### src/sv/vn4_pkg.sv
// ----------------------------------------------------------------------------
// vn4_pkg
// Shared types and constants for the four-component vector normalizer.
// ----------------------------------------------------------------------------
package vn4_pkg;

   localparam int CompWidth = 16;
   localparam int FracBits  = 14;
   localparam int NormWidth = FracBits + 2;

   // front stages, search stages (one per quotient bit), output register
   localparam int Latency   = 3 + (FracBits + 1) + 1;

   typedef struct packed {
      logic signed [CompWidth-1:0] comp_x;
      logic signed [CompWidth-1:0] comp_y;
      logic signed [CompWidth-1:0] comp_z;
      logic signed [CompWidth-1:0] comp_w;
   } req_type;

   typedef struct packed {
      logic signed [NormWidth-1:0] norm_x;
      logic signed [NormWidth-1:0] norm_y;
      logic signed [NormWidth-1:0] norm_z;
      logic signed [NormWidth-1:0] norm_w;
      logic                        zero_vector;
   } rsp_type;

endpackage

### src/sv/vn4_front.sv
// ----------------------------------------------------------------------------
// vn4_front
// Magnitudes, squares and sum of squares of the four components.
// ----------------------------------------------------------------------------
module vn4_front #(
   parameter int COMP_WIDTH = vn4_pkg::CompWidth
) (
   input  logic                               clock,
   input  logic [3:0][COMP_WIDTH-1:0]         comp,
   output logic [3:0][2*COMP_WIDTH-1:0]       sq,
   output logic [3:0]                         neg,
   output logic [2*COMP_WIDTH:0]              sum,
   output logic                               zero
);
   import vn4_pkg::*;

   localparam int SqWidth  = 2 * COMP_WIDTH;
   localparam int SumWidth = 2 * COMP_WIDTH + 1;

   logic [3:0][COMP_WIDTH-1:0] mag_ff;
   logic [3:0]                 neg1_ff;
   logic [3:0][SqWidth-1:0]    sq2_ff;
   logic [3:0]                 neg2_ff;
   logic [3:0][SqWidth-1:0]    sq3_ff;
   logic [3:0]                 neg3_ff;
   logic [SumWidth-1:0]        sum_ff;
   logic [SumWidth-1:0]        sum_in;
   logic                       zero_ff;

   // magnitude, the most negative value keeps its exact size unsigned
   always_ff @(posedge clock) begin
      for (int i = 0; i < 4; i++) begin
         neg1_ff[i] <= comp[i][COMP_WIDTH-1];
         mag_ff[i]  <= comp[i][COMP_WIDTH-1] ? (~comp[i] + 1'b1) : comp[i];
      end
   end

   // one square per lane
   always_ff @(posedge clock) begin
      for (int i = 0; i < 4; i++) begin
         sq2_ff[i] <= SqWidth'(mag_ff[i]) * SqWidth'(mag_ff[i]);
      end
      neg2_ff <= neg1_ff;
   end

   // sum of squares
   always_comb begin
      sum_in = '0;
      for (int i = 0; i < 4; i++) begin
         sum_in = sum_in + SumWidth'(sq2_ff[i]);
      end
   end

   always_ff @(posedge clock) begin
      sum_ff  <= sum_in;
      sq3_ff  <= sq2_ff;
      neg3_ff <= neg2_ff;
      zero_ff <= (sum_in == '0);
   end

   assign sq   = sq3_ff;
   assign neg  = neg3_ff;
   assign sum  = sum_ff;
   assign zero = zero_ff;

endmodule

### config.mk
export PLATFORM = sky130hd
export DESIGN_NAME = vn4_front
export DESIGN_NICKNAME = d
export VERILOG_FILES = /design/src/sv/vn4_pkg.sv /design/src/sv/vn4_front.sv
export SDC_FILE = /design/constraint.sdc
export NUM_CORES = 2
export LEC_CHECK = 0
export ABC_AREA = 1
export ABC_CLOCK_PERIOD_IN_PS = 9500
export BUFFER_PORTS_ARGS = -buffer_cell sky130_fd_sc_hd__buf_2
export CAP_MARGIN = 10
export CORE_ASPECT_RATIO = 1.75
export CORE_UTILIZATION = 40
export CTS_BUF_LIST = sky130_fd_sc_hd__clkbuf_16
export DETAILED_ROUTE_END_ITERATION = 7
export GPL_TIMING_DRIVEN = 1
export HOLD_SLACK_MARGIN = 0.15
export PLACE_DENSITY_LB_ADDON = 0.08
export SKIP_LAST_GASP = 1
export SYNTH_ARGS = -nofsm -noshare
export SYNTH_HDL_FRONTEND = slang
export SYNTH_SLANG_ARGS = --single-unit
export TNS_END_PERCENT = 10
### constraint.sdc
create_clock -name clock -period 9.5 [get_ports clock]
set_input_delay 1.425 -clock clock [delete_from_list [all_inputs] [get_ports clock]]
set_output_delay 1.425 -clock clock [all_outputs]
set_load 0.02 [all_outputs]
==> impl_summary.txt <==
----------------------------------------------------
[Finish]
  Footprint of the multi-input gates ... 29,100 um^2
  Syn-to-layout area delta ... 9.19%
  Filler Cells Inserted ... 10,600
  Leading cell types in the layout, fill and taps excluded ... 1,407 x sky130_fd_sc_hd__inv_1, 1,005 x sky130_fd_sc_hd__nand2_1, 710 x sky130_fd_sc_hd__fa_1, 444 x sky130_fd_sc_hd__ha_1, 358 x sky130_fd_sc_hd__dfxtp_1
  Layout cells sized above 1 ... 0.0660
  Most frequent standard cell in the layout excluding fill and tap cells ... sky130_fd_sc_hd__inv_1
  Flip-flop and latch area ... around 7000 um^2
  Number of nets in the final layout ... 6,341

[Routing]
  Mean routed wirelength per cell ... ~19 um
  Number of nets with antenna violations after detailed routing ... 0
  Drt drc ... 52
  Routed Wire Length ... 122 mm
  Number of vias per cell after detailed routing ... 4.75
  Via count ... 30,900
  Initial drt markers ... 1,011
  First-pass iteration count of the detailed router ... 7

[Logic synthesis]
  Distinct cell type count after synthesis ... 41
  Number of enable flip-flop cells after synthesis ... 0
  Number of synthesized register bits ... 358
  Most used flip-flop cell after synthesis ... sky130_fd_sc_hd__dfxtp_1
  Count of mapped cells out of synthesis ... about 5,000
  Syn. warnings ... 0
  Avg Cell Area, Syn ... 8.45 um^2
  Total standard cell area after synthesis ... 42,000 um^2
  Fraction of registers with async set or reset after synthesis ... 0
  Register area share after synthesis ... 0.171

[Die]
  Die area ... 106,000 um^2
  Y dimension of the die ... 431 um
  Boundary Pins ... 231
  Core box area ... 104,000 um^2
  Initial core utilization ... 0.405
  Die width ... 247 um
  Number of rows created at floorplan ... 156

[Job]
  Number of maximum-capacitance violations ... 0

[Placed design]
  Final Wtd Congestion ... 0.913
  IO buf count ... 226
  Detail Placement HPWL ... between 100 and 150 mm

[Worst hold path]
  HP Class ... reg2reg

[Timing]
  Fin Hold WS ... approximately 0.32 ns
  Timing-limited maximum frequency ... 0.162 GHz
  Actual slew at the worst max-slew pin ... about 0.96 ns
  RSZ-0062 raised after global routing ... no
  Final hold violations ... 0
  Setup TNS Final ... 0 ns
  Fin Clk Skew ... 0.0377 ns
  Final period util ... 0.649
  Minimum period implied by the final worst setup slack ... 6.16 ns
  Worst slew slack as a fraction of its limit ... 0.357
  Count of endpoints failing setup in the final report ... 0
  Total count of max-transition violations in the final report ... 0

[Global route]
  Global-route wire length before repair ... 189 mm
  Initial antenna violation count ... 14
  Vias in the first global route ... 33,700
  Grt ovf ... 0
  Largest net degree at the start of global routing ... 20
  Tot GR Track Use ... 0.238

[Clock network]
  Total clock buffers created by CTS ... 40
  Total of cells resized after clock tree synthesis ... 0
  Clk Tree Root Cell ... sky130_fd_sc_hd__clkbuf_16
  Clk buf depth ... 3
  Worst-Skew Late Latency ... approximately 0.62 ns
  Count of buffers added by post-CTS timing repair for setup ... 0
  Total of hold buffers inserted after clock tree synthesis ... 0
  H-tree levels ... 2
  CTS tree ... yes
  Clock-pin transition on the worst setup and hold timing paths ... 0.07 ns
  Number of sinks driven by the clock tree ... 358

[Worst setup path]
  Worst setup SP type ... register
  Critical Path AT ... 6.63 ns
  Setup slack on the worst flop-to-flop path ... about 3.3 ns
  CP Data Required Time ... 9.97 ns
  Type of destination of the critical path ... register
  Class of the most critical setup path ... reg2reg
  CP max FO ... 16

[Status]
  Violated checks ... DRC
  Status ... finished with violations

----------------------------------------------------
[layer usage]
metal,routed length (um),vias to the layer above,GRT usage
met5,0,-,0
met4,4720,0,0.0875
met3,3400,179,0.0199
met2,68700,556,0.466
met1,44900,15300,0.259
li1,-,14800,-
[cell usage after synthesis, types with 2 or more instances]
| master | instances | area [um^2] |
|---|---|---|
| sky130_fd_sc_hd__ha_1 | 444 | 5560 |
| sky130_fd_sc_hd__nand3_2 | 5 | 50.1 |
| sky130_fd_sc_hd__conb_1 | 2 | 7.51 |
| sky130_fd_sc_hd__o31ai_4 | 2 | 42.5 |
| sky130_fd_sc_hd__nor4_1 | 11 | 68.8 |
| sky130_fd_sc_hd__nor2_2 | 8 | 50.1 |
| sky130_fd_sc_hd__a31o_2 | 4 | 35.0 |
| sky130_fd_sc_hd__xor2_1 | 132 | 1160 |
| sky130_fd_sc_hd__fa_1 | 710 | 14200 |
| sky130_fd_sc_hd__nor3b_1 | 2 | 15.0 |
| sky130_fd_sc_hd__o21ai_1 | 2 | 10.0 |
| sky130_fd_sc_hd__nand3_1 | 93 | 465 |
| sky130_fd_sc_hd__inv_1 | 1403 | 5270 |
| sky130_fd_sc_hd__o211a_1 | 2 | 20.0 |
| sky130_fd_sc_hd__nand2_1 | 1005 | 3770 |
| sky130_fd_sc_hd__clkbuf_1 | 122 | 458 |
| sky130_fd_sc_hd__a31oi_1 | 27 | 169 |
| sky130_fd_sc_hd__dfxtp_1 | 358 | 7170 |
| sky130_fd_sc_hd__buf_4 | 4 | 30.0 |
| sky130_fd_sc_hd__o31ai_1 | 2 | 15.0 |
| sky130_fd_sc_hd__o21ai_2 | 2 | 17.5 |
| sky130_fd_sc_hd__or2_2 | 14 | 87.6 |
| sky130_fd_sc_hd__xnor2_1 | 73 | 639 |
| sky130_fd_sc_hd__nand2_2 | 5 | 31.3 |
| sky130_fd_sc_hd__nand4_1 | 29 | 181 |
| sky130_fd_sc_hd__nor3_1 | 27 | 135 |
| sky130_fd_sc_hd__and3_1 | 2 | 12.5 |
| sky130_fd_sc_hd__o21ai_0 | 84 | 420 |
| sky130_fd_sc_hd__nand3b_1 | 5 | 37.5 |
| sky130_fd_sc_hd__nor2_1 | 194 | 728 |
| sky130_fd_sc_hd__o21bai_1 | 18 | 135 |
| sky130_fd_sc_hd__a21boi_2 | 3 | 33.8 |
| sky130_fd_sc_hd__a21oi_1 | 154 | 771 |
| sky130_fd_sc_hd__a21o_1 | 13 | 97.6 |
| sky130_fd_sc_hd__o211ai_1 | 4 | 30.0 |
[area by class of cell]
class / instances / area share
Antenna cell: 3 / 0.000164
Clock buffer: 41 / 0.0224
Clock inverter: 29 / 0.00983
Inverter: 1403 / 0.115
Multi-Input combinational cell: 3089 / 0.634
Sequential cell: 358 / 0.156
Tap cell: 1343 / 0.0367
Timing Repair Buffer: 230 / 0.0253
[kinds of logic after synthesis]
logic type | synth area share
xor gates and xnor gates | 0.0428
buffers and inverters | 0.137
DFF | 0.171
AOI/OAI and AO/OA | 0.0438
other | 0.000179
and+or+nand+nor | 0.135
adders and majority gates | 0.471
[final timing paths]
kind	startpoint	endpoint	cells past startpoint
worst min register to register	neg2_ff[0]	neg[0]	0
worst max register to register	mag_ff[24]	sq2_ff[61]	21
worst min-delay path	neg2_ff[0]	neg[0]	0
worst max-delay path	mag_ff[24]	sq2_ff[61]	21
[metrics by stage]
stage           util  instances  setup WS, ns  instance area, um^2
2_1_floorplan      -       4976          4.07                42000
3_3_place_gp   0.428       6423          3.31                44400
3_5_place_dp   0.428       6423          3.34                44400
4_1_cts        0.442       6493          3.26                45800
5_1_grt        0.442       6494          2.98                45800
6_report       0.442       6496          3.34                45800
[flip-flops by register name (all words and copies together), names as in the netlist]
signal,flops
mag_ff,64
neg,4
neg1_ff,4
neg2_ff,4
sq,124
sq2_ff,124
sum,33
zero,1
[worst max-delay path, cell delays in order (launching register included)]
cell	delay, ns
sky130_fd_sc_hd__dfxtp_1	0.95
sky130_fd_sc_hd__nand2_1	0.22
sky130_fd_sc_hd__fa_1	0.54
sky130_fd_sc_hd__inv_1	0.05
sky130_fd_sc_hd__fa_1	0.51
sky130_fd_sc_hd__inv_1	0.06
sky130_fd_sc_hd__fa_1	0.54
sky130_fd_sc_hd__inv_1	0.05
sky130_fd_sc_hd__fa_1	0.46
sky130_fd_sc_hd__fa_1	0.50
sky130_fd_sc_hd__inv_1	0.05
sky130_fd_sc_hd__fa_1	0.49
sky130_fd_sc_hd__inv_1	0.05
sky130_fd_sc_hd__ha_1	0.37
sky130_fd_sc_hd__nand2_1	0.09
sky130_fd_sc_hd__nor2_1	0.09
sky130_fd_sc_hd__inv_1	0.05
sky130_fd_sc_hd__o21ai_0	0.39
sky130_fd_sc_hd__nand2_1	0.13
sky130_fd_sc_hd__nand3_1	0.18
sky130_fd_sc_hd__a21oi_1	0.10
sky130_fd_sc_hd__xor2_1	0.15
Power is left out: the tool's default activity adds up to more than one toggle a clock period on the data nets, which glitch-free logic cannot reach.
